[src/ftj_pkg.sv]
// ---------------------------------------------------------------------------
// ftj_pkg
// Shared types, codes and helpers of the fault-transition journal.
// ---------------------------------------------------------------------------
package ftj_pkg;

	localparam int TIME_W    = 42;
	localparam int UPTIME_W  = 64;
	localparam int SESSION_W = 32;
	localparam int CODE_W    = 3;
	localparam int CFG_IDX_W = 1;

	localparam logic [TIME_W-1:0] MIN_TIME_RST = 42'd1700000000000;
	localparam logic [TIME_W-1:0] MAX_TIME_RST = 42'd4102444800000;

	// Operation codes.
	localparam logic OP_OBSERVE = 1'b0;
	localparam logic OP_ACK     = 1'b1;

	// Configuration register indexes.
	localparam logic [CFG_IDX_W-1:0] REG_MIN_TIME = 1'b0;
	localparam logic [CFG_IDX_W-1:0] REG_MAX_TIME = 1'b1;

	typedef struct packed {
		logic                 opcode;
		logic [CODE_W-1:0]    fault_code;
		logic                 is_active;
		logic [SESSION_W-1:0] session_id;
		logic [UPTIME_W-1:0]  uptime_ms;
		logic [TIME_W-1:0]    wall_ms;
	} item_t;

	typedef struct packed {
		logic                 accepted;
		logic                 head_present;
		logic [CODE_W-1:0]    head_fault;
		logic                 head_active;
	} res_t;

	// Everything needed to fold one acknowledge into the per-kind ack time.
	typedef struct packed {
		logic                 valid;
		logic [CODE_W-1:0]    fault;
		logic [TIME_W-1:0]    head_wall;
		logic [SESSION_W-1:0] head_session;
		logic [UPTIME_W-1:0]  head_uptime;
		logic [TIME_W-1:0]    report;
		logic [SESSION_W-1:0] session;
		logic [UPTIME_W-1:0]  uptime;
		logic [TIME_W-1:0]    min_time;
		logic [TIME_W-1:0]    max_time;
	} ack_req_t;

	function automatic logic in_window(input logic [TIME_W-1:0] t,
		input logic [TIME_W-1:0] lo, input logic [TIME_W-1:0] hi);
		return (t >= lo) && (t < hi);
	endfunction

endpackage

[src/ftj_ifs.sv]
// ---------------------------------------------------------------------------
// ftj interfaces
// Request, result and configuration channels of the fault-transition journal.
// ---------------------------------------------------------------------------
interface ftj_in_if;
	logic                            valid;
	logic                            ready;
	logic                            opcode;
	logic [ftj_pkg::CODE_W-1:0]      fault_code;
	logic                            is_active;
	logic [ftj_pkg::SESSION_W-1:0]   session_id;
	logic [ftj_pkg::UPTIME_W-1:0]    uptime_ms;
	logic [ftj_pkg::TIME_W-1:0]      wall_ms;

	modport source (output valid, opcode, fault_code, is_active, session_id, uptime_ms,
		wall_ms, input ready);
	modport sink (input valid, opcode, fault_code, is_active, session_id, uptime_ms,
		wall_ms, output ready);
endinterface

interface ftj_out_if #(parameter int CNT_W = 5);
	logic                       valid;
	logic                       ready;
	logic                       accepted;
	logic [CNT_W-1:0]           queued_count;
	logic                       head_present;
	logic [ftj_pkg::CODE_W-1:0] head_fault;
	logic                       head_active;

	modport source (output valid, accepted, queued_count, head_present, head_fault,
		head_active, input ready);
	modport sink (input valid, accepted, queued_count, head_present, head_fault,
		head_active, output ready);
endinterface

interface ftj_cfg_if;
	logic                              valid;
	logic                              ready;
	logic [ftj_pkg::CFG_IDX_W-1:0]     index;
	logic [ftj_pkg::TIME_W-1:0]        data;

	modport source (output valid, index, data, input ready);
	modport sink (input valid, index, data, output ready);
endinterface

[src/ftj_journal.sv]
// ---------------------------------------------------------------------------
// ftj_journal
// Ring-buffer journal of fault transitions and the known state of each kind.
// ---------------------------------------------------------------------------
module ftj_journal #(
	parameter int DEPTH = 16,
	parameter int FAULT_KINDS = 7,
	localparam int PTR_W = (DEPTH > 1) ? $clog2(DEPTH) : 1,
	localparam int CNT_W = $clog2(DEPTH + 1)
) (
	input  logic                            clk,
	input  logic                            arst_n,
	input  logic                            fire,
	input  ftj_pkg::item_t                  item,
	input  logic [ftj_pkg::TIME_W-1:0]      min_time,
	input  logic [ftj_pkg::TIME_W-1:0]      max_time,
	output ftj_pkg::res_t                   res,
	output logic [CNT_W-1:0]                queued_count,
	output ftj_pkg::ack_req_t               ack_req
);

	logic [PTR_W-1:0] head_q, tail_q, head_inc, tail_inc;
	logic [CNT_W-1:0] fill_q, fill_next;
	logic [FAULT_KINDS-1:0] known_q, last_q, code_hot;

	// Fault code and flag are kept twice so the entry at the head and the one
	// behind it can both be read in the same cycle.
	logic [ftj_pkg::CODE_W-1:0]    cur_fault_mem [DEPTH];
	logic                          cur_active_mem [DEPTH];
	logic [ftj_pkg::CODE_W-1:0]    nxt_fault_mem [DEPTH];
	logic                          nxt_active_mem [DEPTH];
	logic [ftj_pkg::SESSION_W-1:0] session_mem [DEPTH];
	logic [ftj_pkg::UPTIME_W-1:0]  uptime_mem [DEPTH];
	logic [ftj_pkg::TIME_W-1:0]    wall_mem [DEPTH];

	logic wall_ok, obs_valid, is_repeat, full, empty, push, pop, ok;

	assign head_inc = (head_q == PTR_W'(DEPTH - 1)) ? '0 : head_q + 1'b1;
	assign tail_inc = (tail_q == PTR_W'(DEPTH - 1)) ? '0 : tail_q + 1'b1;
	assign full  = (fill_q == CNT_W'(DEPTH));
	assign empty = (fill_q == '0);

	always_comb begin
		for (int i = 0; i < FAULT_KINDS; i++) begin
			code_hot[i] = (32'(item.fault_code) == i);
		end
	end

	assign wall_ok = (item.wall_ms == '0) || ftj_pkg::in_window(item.wall_ms, min_time,
		max_time);
	assign obs_valid = (32'(item.fault_code) < FAULT_KINDS) && (item.session_id != '0)
		&& wall_ok;
	assign is_repeat = |(known_q & code_hot & ~(last_q ^ {FAULT_KINDS{item.is_active}}));

	always_comb begin
		push = 1'b0;
		pop  = 1'b0;
		ok   = 1'b0;
		if (item.opcode == ftj_pkg::OP_OBSERVE) begin
			push = fire && obs_valid && !is_repeat && !full;
			ok   = obs_valid && (is_repeat || !full);
		end else begin
			pop = fire && !empty && wall_ok;
			ok  = !empty && wall_ok;
		end
	end

	always_comb begin
		fill_next = fill_q;
		if (push) begin
			fill_next = fill_q + 1'b1;
		end else if (pop) begin
			fill_next = fill_q - 1'b1;
		end
	end

	always_ff @(posedge clk or negedge arst_n) begin
		if (!arst_n) begin
			head_q  <= '0;
			tail_q  <= '0;
			fill_q  <= '0;
			known_q <= '0;
			last_q  <= '0;
		end else begin
			fill_q <= fill_next;
			if (push) begin
				tail_q  <= tail_inc;
				known_q <= known_q | code_hot;
				last_q  <= (last_q & ~code_hot) | (code_hot & {FAULT_KINDS{item.is_active}});
			end
			if (pop) begin
				head_q <= head_inc;
			end
		end
	end

	always_ff @(posedge clk) begin
		if (push) begin
			cur_fault_mem[tail_q]  <= item.fault_code;
			cur_active_mem[tail_q] <= item.is_active;
			nxt_fault_mem[tail_q]  <= item.fault_code;
			nxt_active_mem[tail_q] <= item.is_active;
			session_mem[tail_q]    <= item.session_id;
			uptime_mem[tail_q]     <= item.uptime_ms;
			wall_mem[tail_q]       <= item.wall_ms;
		end
	end

	always_comb begin
		res.accepted     = ok;
		res.head_present = (fill_next != '0);
		res.head_fault   = '0;
		res.head_active  = 1'b0;
		if (fill_next != '0) begin
			if (push && empty) begin
				res.head_fault  = item.fault_code;
				res.head_active = item.is_active;
			end else if (pop) begin
				res.head_fault  = nxt_fault_mem[head_inc];
				res.head_active = nxt_active_mem[head_inc];
			end else begin
				res.head_fault  = cur_fault_mem[head_q];
				res.head_active = cur_active_mem[head_q];
			end
		end
	end

	assign queued_count = fill_next;

	always_comb begin
		ack_req.valid        = pop && (item.wall_ms != '0);
		ack_req.fault        = cur_fault_mem[head_q];
		ack_req.head_wall    = wall_mem[head_q];
		ack_req.head_session = session_mem[head_q];
		ack_req.head_uptime  = uptime_mem[head_q];
		ack_req.report       = item.wall_ms;
		ack_req.session      = item.session_id;
		ack_req.uptime       = item.uptime_ms;
		ack_req.min_time     = min_time;
		ack_req.max_time     = max_time;
	end

	a_fill_bound: assert property (@(posedge clk) disable iff (!arst_n)
		fill_q <= CNT_W'(DEPTH))
		else $error("journal fill exceeds its depth");

	a_ptr_align: assert property (@(posedge clk) disable iff (!arst_n)
		(fill_q == '0 || fill_q == CNT_W'(DEPTH)) |-> (head_q == tail_q))
		else $error("head and tail pointers disagree with the fill count");

	a_push_grows: assert property (@(posedge clk) disable iff (!arst_n)
		push |=> (fill_q == $past(fill_q) + 1'b1) && (known_q != '0))
		else $error("append did not grow the journal");

	a_pop_nonempty: assert property (@(posedge clk) disable iff (!arst_n)
		pop |-> (!empty && !push))
		else $error("pop from an empty journal");

endmodule

[src/ftj_ack_time.sv]
// ---------------------------------------------------------------------------
// ftj_ack_time
// Three-stage pipeline that reconstructs the head's observed time and keeps
// the latest acknowledged time of every fault kind.
// ---------------------------------------------------------------------------
module ftj_ack_time #(
	parameter int FAULT_KINDS = 7
) (
	input  logic              clk,
	input  logic              arst_n,
	input  ftj_pkg::ack_req_t ack_req
);

	localparam int TW = ftj_pkg::TIME_W;
	localparam int UW = ftj_pkg::UPTIME_W;

	logic                      v_s2;
	ftj_pkg::ack_req_t req_s2;

	logic                      v_s3, use_pre_s3;
	logic [ftj_pkg::CODE_W-1:0] k_s3;
	logic [TW-1:0]             hwall_s3, report_s3, min_s3, max_s3, rdiff_s3;
	logic [UW-1:0]             elapsed_s3;

	logic                      v_s4;
	logic [ftj_pkg::CODE_W-1:0] k_s4;
	logic [TW-1:0]             obs_s4, report_s4, min_s4, max_s4;

	logic [TW-1:0] ack_time_q [FAULT_KINDS];

	logic [UW:0] up_diff;
	logic [TW:0] rep_diff;
	logic        use_pre;
	logic        use_rec;
	logic [TW-1:0] obs_s3, obs_ok, cur_ack, new_ack;

	// Stage 2: elapsed uptime and slack of the report time above the window floor.
	assign up_diff  = {1'b0, req_s2.uptime} - {1'b0, req_s2.head_uptime};
	assign rep_diff = {1'b0, req_s2.report} - {1'b0, req_s2.min_time};
	assign use_pre  = (req_s2.head_wall == '0) && (req_s2.head_session == req_s2.session)
		&& !up_diff[UW] && !rep_diff[TW];

	// Stage 3: rebuild the event time from the report time when it fits.
	assign use_rec = use_pre_s3 && (elapsed_s3 <= UW'(rdiff_s3));
	assign obs_s3  = use_rec ? report_s3 - elapsed_s3[TW-1:0] : hwall_s3;

	// Stage 4: an observed time outside the window counts as unknown.
	assign obs_ok = ftj_pkg::in_window(obs_s4, min_s4, max_s4) ? obs_s4 : '0;

	always_comb begin
		cur_ack = '0;
		for (int i = 0; i < FAULT_KINDS; i++) begin
			if (32'(k_s4) == i) begin
				cur_ack = ack_time_q[i];
			end
		end
	end

	assign new_ack = (obs_ok == '0 || obs_ok < cur_ack) ? report_s4 : obs_ok;

	always_ff @(posedge clk or negedge arst_n) begin
		if (!arst_n) begin
			v_s2 <= 1'b0;
			v_s3 <= 1'b0;
			v_s4 <= 1'b0;
			for (int i = 0; i < FAULT_KINDS; i++) begin
				ack_time_q[i] <= '0;
			end
		end else begin
			v_s2 <= ack_req.valid;
			v_s3 <= v_s2;
			v_s4 <= v_s3;
			if (v_s4) begin
				for (int i = 0; i < FAULT_KINDS; i++) begin
					if (32'(k_s4) == i) begin
						ack_time_q[i] <= new_ack;
					end
				end
			end
		end
	end

	always_ff @(posedge clk) begin
		req_s2 <= ack_req;

		k_s3       <= req_s2.fault;
		hwall_s3   <= req_s2.head_wall;
		report_s3  <= req_s2.report;
		min_s3     <= req_s2.min_time;
		max_s3     <= req_s2.max_time;
		elapsed_s3 <= up_diff[UW-1:0];
		rdiff_s3   <= rep_diff[TW-1:0];
		use_pre_s3 <= use_pre;

		k_s4      <= k_s3;
		obs_s4    <= obs_s3;
		report_s4 <= report_s3;
		min_s4    <= min_s3;
		max_s4    <= max_s3;
	end

	a_kind_range: assert property (@(posedge clk) disable iff (!arst_n)
		v_s4 |-> (32'(k_s4) < FAULT_KINDS))
		else $error("acknowledge for a fault kind out of range");

	a_ack_nonzero: assert property (@(posedge clk) disable iff (!arst_n)
		v_s4 |=> (new_ack != '0 || $past(report_s4) == '0) || $past(new_ack) != '0)
		else $error("recorded acknowledge time is zero");

	a_pipe_flow: assert property (@(posedge clk) disable iff (!arst_n)
		v_s2 |=> v_s3 ##1 v_s4)
		else $error("acknowledge pipeline dropped a request");

endmodule

[src/fault_transition_journal.sv]
// ---------------------------------------------------------------------------
// fault_transition_journal
// Validates fault transitions, queues them in a ring buffer and pops the
// head on acknowledge, recording the acknowledged time of each fault kind.
// ---------------------------------------------------------------------------
//  channel  | modport | role
//  ---------+---------+----------------------------------------------------
//  item     | sink    | observe / acknowledge request
//  result   | source  | status and queue head after each request
//  cfg      | sink    | window register writes, always ready
//
// One request is taken per cycle while the result is not stalled. A request
// is registered on entry, worked through the journal logic and lands in the
// result register, which drives the result channel. A stalled result holds
// the entry register, which in turn drops item.ready. Reset clears the queue,
// the known fault states and the acknowledged times at once; no sweep runs.
module fault_transition_journal #(
	parameter int JOURNAL_DEPTH = 16,
	parameter int FAULT_KINDS = 7
) (
	input  logic       clk,
	input  logic       arst_n,
	ftj_in_if.sink     item,
	ftj_out_if.source  result,
	ftj_cfg_if.sink    cfg
);

	localparam int CNT_W = $clog2(JOURNAL_DEPTH + 1);

	logic                        in_valid_q;
	ftj_pkg::item_t              item_s1;
	logic                        advance;

	logic                        res_valid_q;
	ftj_pkg::res_t               res_q;
	logic [CNT_W-1:0]            count_q;

	logic [ftj_pkg::TIME_W-1:0]  min_time_q, max_time_q;

	ftj_pkg::res_t               res_d;
	logic [CNT_W-1:0]            count_d;
	ftj_pkg::ack_req_t           ack_req;

	assign advance    = in_valid_q && (!res_valid_q || result.ready);
	assign item.ready = !in_valid_q || advance;
	assign cfg.ready  = 1'b1;

	always_ff @(posedge clk or negedge arst_n) begin
		if (!arst_n) begin
			in_valid_q  <= 1'b0;
			res_valid_q <= 1'b0;
		end else begin
			if (item.valid && item.ready) begin
				in_valid_q <= 1'b1;
			end else if (advance) begin
				in_valid_q <= 1'b0;
			end
			if (advance) begin
				res_valid_q <= 1'b1;
			end else if (result.ready) begin
				res_valid_q <= 1'b0;
			end
		end
	end

	always_ff @(posedge clk) begin
		if (item.valid && item.ready) begin
			item_s1.opcode     <= item.opcode;
			item_s1.fault_code <= item.fault_code;
			item_s1.is_active  <= item.is_active;
			item_s1.session_id <= item.session_id;
			item_s1.uptime_ms  <= item.uptime_ms;
			item_s1.wall_ms    <= item.wall_ms;
		end
		if (advance) begin
			res_q   <= res_d;
			count_q <= count_d;
		end
	end

	always_ff @(posedge clk or negedge arst_n) begin
		if (!arst_n) begin
			min_time_q <= ftj_pkg::MIN_TIME_RST;
			max_time_q <= ftj_pkg::MAX_TIME_RST;
		end else if (cfg.valid) begin
			case (cfg.index)
				ftj_pkg::REG_MIN_TIME: min_time_q <= cfg.data;
				ftj_pkg::REG_MAX_TIME: max_time_q <= cfg.data;
				default: ;
			endcase
		end
	end

	ftj_journal #(
		.DEPTH(JOURNAL_DEPTH),
		.FAULT_KINDS(FAULT_KINDS)
	) u_journal (
		.clk(clk),
		.arst_n(arst_n),
		.fire(advance),
		.item(item_s1),
		.min_time(min_time_q),
		.max_time(max_time_q),
		.res(res_d),
		.queued_count(count_d),
		.ack_req(ack_req)
	);

	ftj_ack_time #(
		.FAULT_KINDS(FAULT_KINDS)
	) u_ack_time (
		.clk(clk),
		.arst_n(arst_n),
		.ack_req(ack_req)
	);

	assign result.valid        = res_valid_q;
	assign result.accepted     = res_q.accepted;
	assign result.queued_count = count_q;
	assign result.head_present = res_q.head_present;
	assign result.head_fault   = res_q.head_fault;
	assign result.head_active  = res_q.head_active;

	a_no_overrun: assert property (@(posedge clk) disable iff (!arst_n)
		(res_valid_q && !result.ready) |=> (res_valid_q && $stable(count_q)))
		else $error("pending result overwritten while stalled");

	a_entry_free: assert property (@(posedge clk) disable iff (!arst_n)
		!in_valid_q |-> item.ready)
		else $error("empty entry register refuses a request");

	a_head_flag: assert property (@(posedge clk) disable iff (!arst_n)
		res_valid_q |-> (res_q.head_present == (count_q != '0)))
		else $error("head flag disagrees with queued count");

endmodule
[src/flat_wrapper.sv]
// flat-port wrapper written by rule: the top's interface ports become plain ports
module fault_transition_journal_flat 
#(
	parameter int JOURNAL_DEPTH = 16,
	parameter int FAULT_KINDS = 7
)
  (clk, arst_n, item_valid, item_opcode, item_fault_code, item_is_active, item_session_id, item_uptime_ms, item_wall_ms, item_ready, result_valid, result_accepted, result_queued_count, result_head_present, result_head_fault, result_head_active, result_ready, cfg_valid, cfg_index, cfg_data, cfg_ready);
  ftj_in_if item_i ();
  ftj_out_if result_i ();
  ftj_cfg_if cfg_i ();
  input  logic clk;
  input  logic arst_n;
  input wire logic [$bits(item_i.valid)-1:0] item_valid;
  input wire logic [$bits(item_i.opcode)-1:0] item_opcode;
  input wire logic [$bits(item_i.fault_code)-1:0] item_fault_code;
  input wire logic [$bits(item_i.is_active)-1:0] item_is_active;
  input wire logic [$bits(item_i.session_id)-1:0] item_session_id;
  input wire logic [$bits(item_i.uptime_ms)-1:0] item_uptime_ms;
  input wire logic [$bits(item_i.wall_ms)-1:0] item_wall_ms;
  output wire logic [$bits(item_i.ready)-1:0] item_ready;
  output wire logic [$bits(result_i.valid)-1:0] result_valid;
  output wire logic [$bits(result_i.accepted)-1:0] result_accepted;
  output wire logic [$bits(result_i.queued_count)-1:0] result_queued_count;
  output wire logic [$bits(result_i.head_present)-1:0] result_head_present;
  output wire logic [$bits(result_i.head_fault)-1:0] result_head_fault;
  output wire logic [$bits(result_i.head_active)-1:0] result_head_active;
  input wire logic [$bits(result_i.ready)-1:0] result_ready;
  input wire logic [$bits(cfg_i.valid)-1:0] cfg_valid;
  input wire logic [$bits(cfg_i.index)-1:0] cfg_index;
  input wire logic [$bits(cfg_i.data)-1:0] cfg_data;
  output wire logic [$bits(cfg_i.ready)-1:0] cfg_ready;
  assign item_i.valid = item_valid;
  assign item_i.opcode = item_opcode;
  assign item_i.fault_code = item_fault_code;
  assign item_i.is_active = item_is_active;
  assign item_i.session_id = item_session_id;
  assign item_i.uptime_ms = item_uptime_ms;
  assign item_i.wall_ms = item_wall_ms;
  assign item_ready = item_i.ready;
  assign result_valid = result_i.valid;
  assign result_accepted = result_i.accepted;
  assign result_queued_count = result_i.queued_count;
  assign result_head_present = result_i.head_present;
  assign result_head_fault = result_i.head_fault;
  assign result_head_active = result_i.head_active;
  assign result_i.ready = result_ready;
  assign cfg_i.valid = cfg_valid;
  assign cfg_i.index = cfg_index;
  assign cfg_i.data = cfg_data;
  assign cfg_ready = cfg_i.ready;
  fault_transition_journal #(.JOURNAL_DEPTH(JOURNAL_DEPTH), .FAULT_KINDS(FAULT_KINDS)) u_core (.clk(clk), .arst_n(arst_n), .item(item_i), .result(result_i), .cfg(cfg_i));
endmodule
[config.mk]
export PLATFORM = sky130hd
export DESIGN_NAME = fault_transition_journal_flat
export DESIGN_NICKNAME = d
export VERILOG_FILES = /design/src/ftj_pkg.sv /design/src/ftj_ifs.sv /design/src/ftj_journal.sv /design/src/ftj_ack_time.sv /design/src/fault_transition_journal.sv /design/src/flat_wrapper.sv
export SDC_FILE = /design/constraint.sdc
export NUM_CORES = 1
export LEC_CHECK = 0
export ABC_AREA = 1
export BUFFER_PORTS_ARGS = -buffer_cell sky130_fd_sc_hd__buf_2
export CORE_MARGIN = 2
export CORE_UTILIZATION = 44
export DETAILED_ROUTE_END_ITERATION = 7
export PLACE_DENSITY = 0.68
export SYNTH_ARGS = -nofsm -noshare
export SYNTH_HDL_FRONTEND = slang
export SYNTH_SLANG_ARGS = --single-unit
[constraint.sdc]
create_clock -name clk -period 3.23 [get_ports clk]
set_clock_uncertainty 0.1 [all_clocks]
set_input_delay 0.1615 -clock clk [delete_from_list [all_inputs] [get_ports clk]]
set_output_delay 0.1615 -clock clk [all_outputs]
set_load 0.05 [all_outputs]
==> results of run 1 <==
[worst max-delay path: stages, from the launching register on]
cell and delay (ns):
sky130_fd_sc_hd__dfstp_2 0.53, sky130_fd_sc_hd__inv_1 0.05, sky130_fd_sc_hd__ha_1 0.29, sky130_fd_sc_hd__nand2_1 0.06
sky130_fd_sc_hd__inv_1 0.05, sky130_fd_sc_hd__nand2_1 0.08, sky130_fd_sc_hd__nor2_2 0.15, sky130_fd_sc_hd__nand2_2 0.10
sky130_fd_sc_hd__nor2_1 0.10, sky130_fd_sc_hd__nand2_1 0.08, sky130_fd_sc_hd__nand3_1 0.08, sky130_fd_sc_hd__nor2_1 0.05
sky130_fd_sc_hd__nand2_2 0.08, sky130_fd_sc_hd__nand2_4 0.11, sky130_fd_sc_hd__nand3_4 0.12, sky130_fd_sc_hd__inv_6 0.06
sky130_fd_sc_hd__buf_4 0.14, sky130_fd_sc_hd__nand2_1 0.05, sky130_fd_sc_hd__nand2_1 0.06, sky130_fd_sc_hd__nor2_2 0.14
sky130_fd_sc_hd__nand3_2 0.09, sky130_fd_sc_hd__nor2_4 0.16, sky130_fd_sc_hd__nor2_1 0.06
[sequential cells by signal, indices dropped and copies added (netlist names), 5 cells and up, named ones only]
| name | cells |
|---|---|
| u_core.item_s1 | 79 |
| u_core.max_time_q | 42 |
| u_core.min_time_q | 42 |
| u_core.result.queued_count | 5 |
| u_core.u_journal.cur_fault_mem | 33 |
| u_core.u_journal.fill_q | 5 |
| u_core.u_journal.known_q | 7 |
| u_core.u_journal.nxt_active_mem | 16 |
| u_core.u_journal.nxt_fault_mem | 15 |
[repair_timing]
item                       CTS  global route
setup buffers                0             3
hold endpoints to repair   201             0
setup endpoints to repair    0            28
hold buffers               124             0
gates resized for setup      0            15
[cell type report]
type	count	area, um2	area share [%]
repair buffers	310	2350	13.9
multi-input cells	847	4750	28.2
diodes	1	2.50	0.0148
well taps	390	488	2.89
clock inverters	11	86.3	0.512
flip-flops and latches	267	7500	44.5
inverters	216	820	4.86
clock buffers	45	870	5.16
[final timing paths]
path,to,slack [ns],cells past startpoint
worst max-delay path,u_core.result.head_active$_SDFFCE_PN0P_,0.19,22
worst min-delay path,u_core.min_time_q[18]$_DFFE_PN1P_,0.14,4
worst max register to register,u_core.result.head_active$_SDFFCE_PN0P_,0.19,22
worst min register to register,u_core.u_journal.known_q[4]$_DFFE_PN0P_,0.35,2
max in group asynchronous,u_core.max_time_q[36]$_DFFE_PN1P_,1.89,3
min in group asynchronous,u_core.min_time_q[17]$_DFFE_PN0P_,0.25,2
[power groups by stage]
stage	Clock (mW)	Combinational [mW]	Sequential, mW
finish	3.26	3.18	4.31
floorplan	0	1.93	4.48
global placement	0	2.93	4.35
CTS	3.33	3.13	4.30
global route	3.50	3.55	4.35
detailed placement	0	3.00	4.36
[metal layers]
layer	up-vias	track usage [%]
li1	5208	-
met1	4914	26.4
met2	332	36.7
met3	74	2.70
met4	0	7.41
met5	-	0
[metrics by stage]
step	power [mW]	setup WS, ns	hold slack [ns]	std cells	util (%)
after detailed placement	7.36	0.109	0.240	1903	49.2
after global routing	11.4	-0.0306	0.173	2087	56.9
final	10.8	0.192	0.137	2087	56.9
after global placement	7.28	0.171	0.238	1903	49.2
after CTS	10.8	0.0885	0.0859	2083	56.6
after floorplan	6.41	0.0953	-0.234	1373	-
[cell usage after synthesis, types with 9 or more instances]
library cell	number	share of area, %
sky130_fd_sc_hd__a21oi_1	55	2.1
sky130_fd_sc_hd__clkbuf_1	29	0.82
sky130_fd_sc_hd__dfrtp_1	75	14
sky130_fd_sc_hd__dfstp_2	38	7.6
sky130_fd_sc_hd__edfxtp_1	154	35
sky130_fd_sc_hd__ha_1	90	8.5
sky130_fd_sc_hd__inv_1	211	6.0
sky130_fd_sc_hd__nand2_1	288	8.2
sky130_fd_sc_hd__nand3_1	51	1.9
sky130_fd_sc_hd__nand4_1	10	0.47
sky130_fd_sc_hd__nor2_1	91	2.6
sky130_fd_sc_hd__nor3_1	9	0.34
sky130_fd_sc_hd__nor4_1	18	0.85
sky130_fd_sc_hd__o211ai_1	13	0.74
sky130_fd_sc_hd__o21ai_0	154	5.8
sky130_fd_sc_hd__o221ai_1	17	1.1
[kinds of logic (layout without fill, tap and decap cells)]
group,Yosys count,after routing
compound gates,258,258
xor+xnor,9,9
fa+ha+maj,90,90
buf+inv,259,582
flops,267,267
other cells,1,2
simple gates,489,489
==> results.sh, run 1 <==
export IMPL_max_cap_violations=0
export IMPL_routed_wl_mm=32.5
export IMPL_dr_wl_met3_mm=1.57
export IMPL_crit_start="u_core.max_time_q[39]$_DFFE_PN1P_"
export IMPL_post_drt_via_cell_ratio=5.04
export IMPL_cts_buffers_inserted=30
export IMPL_synth_edf_count=154
export IMPL_clock_insertion_delay_worst_skew_ns=0.55
export IMPL_clock_fmax_mhz=329
export IMPL_drt_first_iter_violations=696
export IMPL_ios=205
export IMPL_post_synthesis_cells=1373
export IMPL_avgRoutedWirePerCell_um=15.6
export IMPL_max_vdd_ir_drop_v=0.000481
export IMPL_num_rows=63
export IMPL_initial_utilization_pct=44.6
export IMPL_placedInstanceArea_um2=14600
export IMPL_hold_path_class="primary input to register"
export IMPL_synth_warning_count=0
export IMPL_routedLengthMet1_mm=13.8
export IMPL_yosysUniqueCellTypes=43
export IMPL_grt_start_max_net_pins=71
export IMPL_max_h_tree_level=1
export IMPL_tightest_pin_transition_ns=0.993
export IMPL_syn_area_um2=13200
export IMPL_fraction_of_layout_instances_using_a_drive_strength_above_1_pct=17.5
export IMPL_pwr_density_cell_nw_per_um2=638
export IMPL_synth_adder_area_share_pct=8.52
export IMPL_ys_flop_type="sky130_fd_sc_hd__edfxtp_1"
export IMPL_dominant_combinational_cell_family_by_area_after_synthesis="simple AND/OR/NAND/NOR gates"
export IMPL_slew_headroom_pct=33.8
export IMPL_floorplan_die_height_um=177
export IMPL_seq_power_share_pct=40.1
export IMPL_grt_pass1_vias=10735
export IMPL_finish_instance_area_um2=16900
export IMPL_gp_congestion=0.888
export IMPL_ctsLongestPathBuffers=3
export IMPL_nFillCells=2563
export IMPL_die_w_um=177
export IMPL_worstSetupPathType="register to register"
export IMPL_cp_data_arrival_time_ns=3.23
export IMPL_dp_hpwl_mm=21.8
export IMPL_detail_route_drc_violations=0
export IMPL_grt_pass1_wl_mm=52.3
export IMPL_min_from="cfg_valid"
export IMPL_final_antenna_violating_net_count=0
export IMPL_floorplan_die_area_um2=31400
export IMPL_worst_r2r_startpoint="u_core.max_time_q[39]$_DFFE_PN1P_"
export IMPL_number_of_antenna_violations_at_the_first_check_in_global_routing=1
export IMPL_fin_nets=1953
export IMPL_finalCriticalPeriod_ns=3.04
export IMPL_leakage_power_total_nw=7.57
export IMPL_min_period_over_period_pct=94.1
export IMPL_synth_fp_nets=1654
export IMPL_worstPathRequired_ns=3.42
export IMPL_synthesis_area_per_instance_um2=9.63
export IMPL_port_buffers=139
export IMPL_postSynth_asyncResetShare_pct=42.3
export IMPL_post_synth_mux_area_share_pct=0
export IMPL_clkSinkCount=267
export IMPL_ys_seq_elements=267
export IMPL_slew_violations=0
export IMPL_cts_tree="built"
export IMPL_synth_yosys_seq_area_share_pct=56.8
export IMPL_detailed_routing_iterations_pass_1=6
export IMPL_worstPathMaxFanout=9
export IMPL_result_of_the_run="finished clean"
export IMPL_coreArea_um2=29600
export IMPL_timing_final_setup_violations=0
export IMPL_power_combinational_fraction_pct=29.6
export IMPL_layout_area_overhead_vs_synth_pct=27.6
export IMPL_area_share_of_xor_xnor_cells_in_the_synthesized_design_pct=0.596
export IMPL_cp_start_kind="register"
export IMPL_route_vias_total=10528
export IMPL_layout_cells_most_common="sky130_fd_sc_hd__nand2_1"
export IMPL_clk_tree_root_cell="sky130_fd_sc_hd__clkbuf_16"
export IMPL_synth_simple_area_share_pct=15.7
export IMPL_grt_usage_pct=20.8
export IMPL_timing_final_hold_violations=0
export IMPL_synth_compound_area_share_pct=10.8
export IMPL_globalRoute_totalOverflow=0
export IMPL_power_share_clock_pct=30.4
export IMPL_met2WireLength_mm=16.1
export IMPL_switching_share_pct=33.4
export IMPL_final_cell_mix="sky130_fd_sc_hd__nand2_1 (282), sky130_fd_sc_hd__inv_1 (210), sky130_fd_sc_hd__o21ai_0 (154), sky130_fd_sc_hd__edfxtp_1 (154), sky130_fd_sc_hd__buf_2 (138)"
export IMPL_timing_setup_tns_ns=0
export IMPL_total_switching_power_mw=3.59
export IMPL_dr_max_layer_used="met4"
export IMPL_power_report_internal_total_mw=7.16
export IMPL_clk_transition_reported_paths_ns=0.06
export IMPL_critical_path_endpoint_type="register"
Note: power is estimated with default switching activity, not from simulation.
==> run 2, diff against run 1 <==
--- a/config.mk
+++ b/config.mk
@@ -7,8 +7,10 @@
 export LEC_CHECK = 0
 export ABC_AREA = 1
 export BUFFER_PORTS_ARGS = -buffer_cell sky130_fd_sc_hd__buf_2
+export CORE_ASPECT_RATIO = 0.7
 export CORE_MARGIN = 2
 export CORE_UTILIZATION = 44
+export CTS_BUF_LIST = sky130_fd_sc_hd__clkbuf_16
 export DETAILED_ROUTE_END_ITERATION = 7
 export PLACE_DENSITY = 0.68
 export SYNTH_ARGS = -nofsm -noshare
==> run 2 against run 1 <==
- critical path depth shrank 3
- setup slack worse by 0.034 ns
- non-clock buffer count stayed put
- die area is essentially flat
- core utilization decreased by 0.37 points
- sequential power barely moved
- design area down 0.20%
- combinational power is 3% higher
- critical endpoint unchanged
- largest cell class unchanged
- highest routed layer unchanged
==> results.sh, run 2 (synthesis gave the netlist of run 1 again) <==
export IMPL_finalCriticalPeriod_ns=3.07
export IMPL_num_rows=53
export IMPL_critical_path_endpoint_type="register"
export IMPL_layout_cells_most_common="sky130_fd_sc_hd__nand2_1"
export IMPL_coreArea_um2=29800
export IMPL_routed_wl_mm=34.2
export IMPL_clkSinkCount=267
export IMPL_grt_use_met1_pct=32.7
export IMPL_result_of_the_run="finished clean"
export IMPL_grt_pass1_vias=10216
export IMPL_timing_hold_worst_endpoint="u_core.min_time_q[35]$_DFFE_PN1P_"
export IMPL_worstPathRequired_ns=3.45
export IMPL_fraction_of_layout_instances_using_a_drive_strength_above_1_pct=18.0
export IMPL_worst_r2r_startpoint="u_core.max_time_q[35]$_DFFE_PN1P_"
export IMPL_sequential_cell_area_um2=7500
export IMPL_grt_start_max_net_pins=61
export IMPL_final_cell_mix="sky130_fd_sc_hd__nand2_1 (283), sky130_fd_sc_hd__inv_1 (212), sky130_fd_sc_hd__o21ai_0 (154), sky130_fd_sc_hd__edfxtp_1 (154), sky130_fd_sc_hd__buf_2 (138)"
export IMPL_grt_pass1_wl_mm=54.3
export IMPL_port_buffers=139
export IMPL_clk_tree_root_cell="sky130_fd_sc_hd__clkbuf_16"
export IMPL_antenna_cells_inserted=0
export IMPL_reg2regPathDepth=19
export IMPL_number_of_antenna_violations_at_the_first_check_in_global_routing=0
export IMPL_clk_transition_reported_paths_ns=0.07
export IMPL_max_vdd_ir_drop_v=0.000517
export IMPL_max_cap_violations=0
export IMPL_detail_route_drc_violations=0
export IMPL_globalRoute_totalOverflow=0
export IMPL_avgRoutedWirePerCell_um=16.5
export IMPL_layout_top_registers="u_core.item_s1: 79 flops, u_core.max_time_q: 42 flops, u_core.min_time_q: 42 flops"
export IMPL_route_vias_total=10551
export IMPL_grt_use_met3_pct=5.47
export IMPL_whs_path_depth=5
export IMPL_worstSetupPathType="register to register"
export IMPL_gp_congestion=0.901
export IMPL_critical_path_slowest_cell="sky130_fd_sc_hd__dfstp_2"
export IMPL_largest_register_ffs=79
export IMPL_min_from="cfg_valid"
export IMPL_post_place_cells=1897
export IMPL_timing_final_hold_violations=0
export IMPL_slew_headroom_pct=33.1
export IMPL_ios=205
export IMPL_fin_nets=1950
export IMPL_cts_buffers_inserted=27
export IMPL_clock_fmax_mhz=325
export IMPL_multi_input_comb_area_um2=4800
export IMPL_cp_common_cell="sky130_fd_sc_hd__nor2_1"
export IMPL_ctsLongestPathBuffers=3
export IMPL_leakage_power_total_nw=7.57
export IMPL_critical_path_max_stage_delay_ns=0.53
export IMPL_layout_cells_non_filler=2075
export IMPL_cp_start_kind="register"
export IMPL_crit_path_cell_trace="inv_1, ha_4, nand2_1, inv_1, o21bai_1, a21oi_1, nor2_1, nand3_1, nor2_1, nand2_2, nand2_4, nand3_4, buf_6, nand3_2, nand2_1, nor2_2, nand3_2, nor2_4, nor2_1"
export IMPL_nFillCells=2519
export IMPL_post_drt_via_cell_ratio=5.08
export IMPL_detailed_routing_iterations_pass_1=5
export IMPL_final_antenna_violating_net_count=0
export IMPL_utilization_pct=56.5
export IMPL_floorplan_die_height_um=149
export IMPL_cts_tree="built"
export IMPL_layout_area_overhead_vs_synth_pct=27.4
export IMPL_dp_hpwl_mm=22.7
export IMPL_timing_final_setup_violations=0
export IMPL_grt_usage_pct=22.1
export IMPL_pwr_density_cell_nw_per_um2=645
export IMPL_placement_setup_worst_slack_ns=0.116
export IMPL_min_period_over_period_pct=95.1
export IMPL_worst_r2r_endpoint="u_core.result.head_active$_SDFFCE_PN0P_"
export IMPL_max_h_tree_level=1
export IMPL_die_w_um=211
export IMPL_hold_path_class="primary input to register"
export IMPL_initial_utilization_pct=44.4
export IMPL_slew_violations=0
export IMPL_grt_busiest_layer="met2"
export IMPL_floorplan_die_area_um2=31500
export IMPL_final_setup_worst_slack_ns=0.157
export IMPL_clock_insertion_delay_worst_skew_ns=0.56
export IMPL_largest_register="u_core.item_s1"
export IMPL_tightest_pin_transition_ns=1.00
export IMPL_grt_use_met2_pct=32.7
export IMPL_drt_first_iter_violations=917
export IMPL_worst_r2r_setup_slack_ns=0.16
export IMPL_worstPathMaxFanout=6
export IMPL_cp_data_arrival_time_ns=3.29
==> run 2: changes by cell type in the layout (fill, tap and decap cells not counted), moves of 2 or more <==
cell / before / now
sky130_fd_sc_hd__clkbuf_1: 11 / 0
sky130_fd_sc_hd__clkinv_2: 2 / 8
sky130_fd_sc_hd__clkbuf_16: 32 / 28
sky130_fd_sc_hd__buf_12: 4 / 1
sky130_fd_sc_hd__buf_4: 43 / 46
sky130_fd_sc_hd__bufinv_16: 1 / 4
sky130_fd_sc_hd__clkbuf_8: 2 / 0
sky130_fd_sc_hd__ha_1: 90 / 88
sky130_fd_sc_hd__ha_4: 0 / 2
sky130_fd_sc_hd__inv_1: 210 / 212
sky130_fd_sc_hd__inv_6: 2 / 0
sky130_fd_sc_hd__nand3_1: 51 / 49
sky130_fd_sc_hd__nand3_2: 4 / 6
==> run 2: critical path: cells and delay by family, from the launching register on <==
family                   cells  cell delay (ns)
AND/OR/NAND/NOR             13             1.46
AO/OA/AOI/OAI                2             0.26
flip-flops                   1             0.53
adder cells (fa/ha/maj)      1             0.22
buffers and inverters        3             0.25
==> run 2: worst max path at each step <==
stage | start | depth (start not counted) | end | slack, ns
final | u_core.max_time_q[35]$_DFFE_PN1P_ | 19 | u_core.result.head_active$_SDFFCE_PN0P_ | 0.16
after global routing | u_core.min_time_q[21]$_DFFE_PN1P_ | 20 | u_core.result.head_active$_SDFFCE_PN0P_ | -0.01
after CTS | u_core.max_time_q[35]$_DFFE_PN1P_ | 15 | u_core.u_journal.cur_fault_mem[2][0]$_DFFE_PP_ | 0.1
after detailed placement | u_core.max_time_q[35]$_DFFE_PN1P_ | 15 | u_core.u_journal.cur_fault_mem[2][0]$_DFFE_PP_ | 0.12
after global placement | u_core.max_time_q[35]$_DFFE_PN1P_ | 15 | u_core.u_journal.cur_fault_mem[2][0]$_DFFE_PP_ | 0.16
after floorplan | u_core.result.valid$_DFFE_PN0P_ | 3 | u_core.item_s1[0]$_DFFE_PP_ | 0.1
==> run 2: timing repair <==
item | CTS | global route
buffers inserted | 0 | 4
resized for setup | 0 | 20
hold endpoints to repair | 218 | 0
setup endpoints to repair | 0 | 65
hold buffers | 124 | 0
==> run 2: cell type report <==
class                           instances  share of cell area [%]
Clock inverter                         22                    1.34
Clock buffer                           28                    4.16
Inverter                              216                    4.85
Tap cell                              385                    2.86
Timing Repair Buffer                  310                    13.7
Multi-Input combinational cell        847                    28.5
Sequential cell                       267                    44.6
==> run 2: routing by layer <==
metal,routed length (um),part of all wire [%],vias up
li1,-,-,5186
met1,16300,48,4920
met2,14600,43,396
met3,2590,7.6,49
met4,699,2.0,0
met5,0,0,-
==> run 2: through the flow <==
step	power [mW]	cell area [um2]	TNS, ns	hold WS, ns
6_report	10.9	16800	0	0.0729
3_3_place_gp	7.31	14500	0	0.214
5_1_grt	11.5	16800	-0.0305	0.0910
4_1_cts	10.8	16700	0	0.0302
3_5_place_dp	7.39	14500	0	0.221
2_1_floorplan	6.41	13200	0	-0.234
==> run 2: report_power, final <==
part           switching [mW]  total (mW)  internal, mW
registers               0.257        4.32          4.07
clock network            1.38        3.28          1.90
logic                    2.08        3.26          1.17
total                    3.72        10.9          7.14
==> run 3, diff against run 2 <==
--- a/config.mk
+++ b/config.mk
@@ -12,7 +12,8 @@
 export CORE_UTILIZATION = 44
 export CTS_BUF_LIST = sky130_fd_sc_hd__clkbuf_16
 export DETAILED_ROUTE_END_ITERATION = 7
-export PLACE_DENSITY = 0.68
+export HOLD_SLACK_MARGIN = 0.1
+export PLACE_DENSITY = 0.71
 export SYNTH_ARGS = -nofsm -noshare
 export SYNTH_HDL_FRONTEND = slang
 export SYNTH_SLANG_ARGS = --single-unit
==> constraint.sdc (replaced) <==
create_clock -name clk -period 2.5 [get_ports clk]
set_clock_uncertainty 0.1 [all_clocks]
set_input_delay 0.125 -clock clk [delete_from_list [all_inputs] [get_ports clk]]
set_output_delay 0.125 -clock clk [all_outputs]
set_load 0.05 [all_outputs]
==> run 3 against run 2 <==
- the run now ends with negative setup slack left
- core utilization up 3.7 points
- sequential power grew 29%
- wire length increased by 5.5%
- fmax grew 2.1%
- global-route usage increased by 0.71 points
- register-to-register slack got worse by 0.67 ns
- sequential share of layout area down 2.7 points
- via count is 4.2% higher
- critical path depth is 2 lower
- first-iteration DRC count decreased by 3.9%
- flip-flop and latch count is the same
- setup slack worse by 0.67 ns
- critical path type unchanged
- highest routed layer is now met5
==> results.sh, run 3 (synthesis gave the netlist of run 1 again) <==
export IMPL_seq_power_share_pct=38.7
export IMPL_worstPathMaxFanout=8
export IMPL_leakage_power_total_nw=7.98
export IMPL_whs_path_depth=2
export IMPL_clk_transition_reported_paths_ns=0.06
export IMPL_fraction_of_layout_instances_using_a_drive_strength_above_1_pct=25.8
export IMPL_routed_wl_mm=36.1
export IMPL_timing_final_hold_violations=0
export IMPL_slew_violations=0
export IMPL_final_cell_mix="sky130_fd_sc_hd__nand2_1 (254), sky130_fd_sc_hd__inv_1 (201), sky130_fd_sc_hd__edfxtp_1 (154)"
export IMPL_rsz0062_at_grt="true"
export IMPL_port_buffers=139
export IMPL_placement_setup_worst_slack_ns=-0.638
export IMPL_grt_pass1_wl_mm=55.9
export IMPL_worstSetupPathType="register to register"
export IMPL_tightest_pin_transition_ns=0.994
export IMPL_layout_cells_most_common="sky130_fd_sc_hd__nand2_1"
export IMPL_antenna_cells_inserted=0
export IMPL_worst_r2r_endpoint="u_core.result.head_fault[0]$_SDFFCE_PN0P_"
export IMPL_cts_buffers_inserted=27
export IMPL_clock_insertion_delay_worst_skew_ns=0.56
export IMPL_die_w_um=211
export IMPL_cp_data_arrival_time_ns=3.21
export IMPL_result_of_the_run="finished, violations left"
export IMPL_critical_path_max_stage_delay_ns=0.52
export IMPL_drt_first_iter_violations=881
export IMPL_nFillCells=2323
export IMPL_post_drt_via_cell_ratio=5.13
export IMPL_cp_start_kind="register"
export IMPL_reg2regPathDepth=17
export IMPL_num_rows=53
export IMPL_ctsLongestPathBuffers=3
export IMPL_number_of_antenna_violations_at_the_first_check_in_global_routing=1
export IMPL_floorplan_die_area_um2=31500
export IMPL_grt_usage_pct=22.8
export IMPL_critical_path_endpoint_type="register"
export IMPL_hold_path_class="primary input to register"
export IMPL_cts_tree="built"
export IMPL_critical_path_top_delay_family="simple AND/OR/NAND/NOR gates"
export IMPL_floorplan_die_height_um=149
export IMPL_detailed_routing_iterations_pass_1=5
export IMPL_finalPower_mw=14.4
export IMPL_detail_route_drc_violations=0
export IMPL_timing_setup_tns_ns=-33.42
export IMPL_clock_fmax_mhz=332
export IMPL_failed_checks="negative setup slack"
export IMPL_coreArea_um2=29800
export IMPL_timing_hold_worst_endpoint="u_core.item_s1[106]$_DFFE_PP_"
export IMPL_layout_top_registers="u_core.item_s1: 79 flops, u_core.max_time_q: 42 flops, u_core.min_time_q: 42 flops"
export IMPL_largest_register="u_core.item_s1"
export IMPL_worst_r2r_startpoint="u_core.item_s1[27]$_DFFE_PP_"
export IMPL_sequential_cell_area_um2=7500
export IMPL_switching_share_pct=36.2
export IMPL_worstPathBufferInverterCount=3
export IMPL_final_antenna_violating_net_count=0
export IMPL_ios=205
export IMPL_finalCriticalPeriod_ns=3.01
export IMPL_worstPathRequired_ns=2.70
export IMPL_dp_hpwl_mm=23.5
export IMPL_multi_input_comb_area_um2=5360
export IMPL_max_h_tree_level=1
export IMPL_critical_path_slowest_cell="sky130_fd_sc_hd__edfxtp_1"
export IMPL_slew_headroom_pct=33.5
export IMPL_avgRoutedWirePerCell_um=16.9
export IMPL_final_setup_worst_slack_ns=-0.510
export IMPL_power_combinational_fraction_pct=35.3
export IMPL_initial_utilization_pct=44.4
export IMPL_gp_congestion=0.912
export IMPL_grt_pass1_vias=10738
export IMPL_fin_nets=2017
export IMPL_worst_r2r_setup_slack_ns=-0.51
export IMPL_pwr_density_cell_nw_per_um2=801
export IMPL_min_period_over_period_pct=120
export IMPL_clkSinkCount=267
export IMPL_clk_tree_root_cell="sky130_fd_sc_hd__clkbuf_16"
export IMPL_power_report_internal_total_mw=9.16
export IMPL_total_switching_power_mw=5.21
export IMPL_max_cap_violations=0
export IMPL_power_share_clock_pct=26.0
export IMPL_layout_area_overhead_vs_synth_pct=35.7
export IMPL_timing_final_setup_violations=100
export IMPL_route_vias_total=10997
export IMPL_crit_path_cell_trace="ha_4, nand2_1, nor2_2, buf_4, nor3b_1, nand2_2, nand3_2, nand2_2, nand2_4, nand3_4, buf_12, nand3_4, nand2_2, inv_2, nand3_4, nor2_4, nor2_2"
export IMPL_grt_start_max_net_pins=85
export IMPL_min_from="item_session_id[0]"
export IMPL_globalRoute_totalOverflow=0
export IMPL_largest_register_ffs=79
export IMPL_max_vdd_ir_drop_v=0.000559
-- run 3: layout make-up --
type	count	area share, %
Multi-Input combinational cell	847	29.9
Clock buffer	28	3.91
Tap cell	385	2.69
Timing Repair Buffer	377	16.5
Sequential cell	267	41.8
Inverter	216	4.58
Clock inverter	22	0.621
-- run 3: metrics by stage --
| stage | cells | hold WS, ns | area (um2) | util [%] |
|---|---|---|---|---|
| CTS | 2132 | 0.150 | 17500 | 58.9 |
| detailed placement | 1942 | -0.0392 | 15100 | 50.8 |
| finish | 2142 | 0.183 | 17900 | 60.2 |
| global placement | 1942 | -0.0453 | 15100 | 50.8 |
| global route | 2142 | 0.159 | 17900 | 60.2 |
| floorplan | 1373 | -0.271 | 13400 | - |
-- run 3: worst max-delay path by stage --
stage	from	endpoint	slack [ns]	cells past startpoint
global route	u_core.item_s1[21]$_DFFE_PP_	u_core.result.head_fault[0]$_SDFFCE_PN0P_	-0.64	19
finish	u_core.item_s1[27]$_DFFE_PP_	u_core.result.head_fault[0]$_SDFFCE_PN0P_	-0.51	17
detailed placement	u_core.max_time_q[37]$_DFFE_PN1P_	u_core.result.head_fault[1]$_SDFFCE_PN0P_	-0.64	17
CTS	u_core.max_time_q[35]$_DFFE_PN1P_	u_core.result.head_active$_SDFFCE_PN0P_	-0.46	19
global placement	u_core.item_s1[23]$_DFFE_PP_	u_core.result.head_fault[0]$_SDFFCE_PN0P_	-0.62	18
floorplan	u_core.min_time_q[40]$_DFFE_PN1P_	u_core.result.head_active$_SDFFCE_PN0P_	-0.08	20
-- run 3: power groups by stage --
| stage | logic, mW | clock network (mW) | registers (mW) |
|---|---|---|---|
| after detailed placement | 4.36 | 0 | 5.62 |
| after floorplan | 2.62 | 0 | 5.79 |
| after global placement | 4.27 | 0 | 5.61 |
| final | 5.07 | 3.74 | 5.56 |
| after global routing | 5.54 | 4.01 | 5.61 |
| after CTS | 4.68 | 3.82 | 5.54 |
-- run 3: timing repair --
item	in CTS	in global routing
hold endpoints to repair	267	0
buffers inserted	10	10
endpoints found under the setup margin	102	102
pin swaps	28	42
gates resized for setup	58	77
gates cloned	0	1
hold buffers	132	0
-- run 3: worst reg2reg max path, cell delays in order, from the launching register on --
cell and delay, ns:
sky130_fd_sc_hd__edfxtp_1 0.52, sky130_fd_sc_hd__ha_4 0.33, sky130_fd_sc_hd__nand2_1 0.06, sky130_fd_sc_hd__nor2_2 0.16, sky130_fd_sc_hd__buf_4 0.13, sky130_fd_sc_hd__nor3b_1 0.22, sky130_fd_sc_hd__nand2_2 0.10, sky130_fd_sc_hd__nand3_2 0.07
sky130_fd_sc_hd__nand2_2 0.06, sky130_fd_sc_hd__nand2_4 0.13, sky130_fd_sc_hd__nand3_4 0.19, sky130_fd_sc_hd__buf_12 0.19, sky130_fd_sc_hd__nand3_4 0.05, sky130_fd_sc_hd__nand2_2 0.06, sky130_fd_sc_hd__inv_2 0.07, sky130_fd_sc_hd__nand3_4 0.08
sky130_fd_sc_hd__nor2_4 0.18, sky130_fd_sc_hd__nor2_2 0.06
-- run 3: metal layers --
metal	track usage [%]	wire, um	vias up
met5	0	13	-
met4	6.20	879	2
met3	5.47	2950	73
met2	34.9	15700	439
met1	32.5	16500	5149
li1	-	-	5334
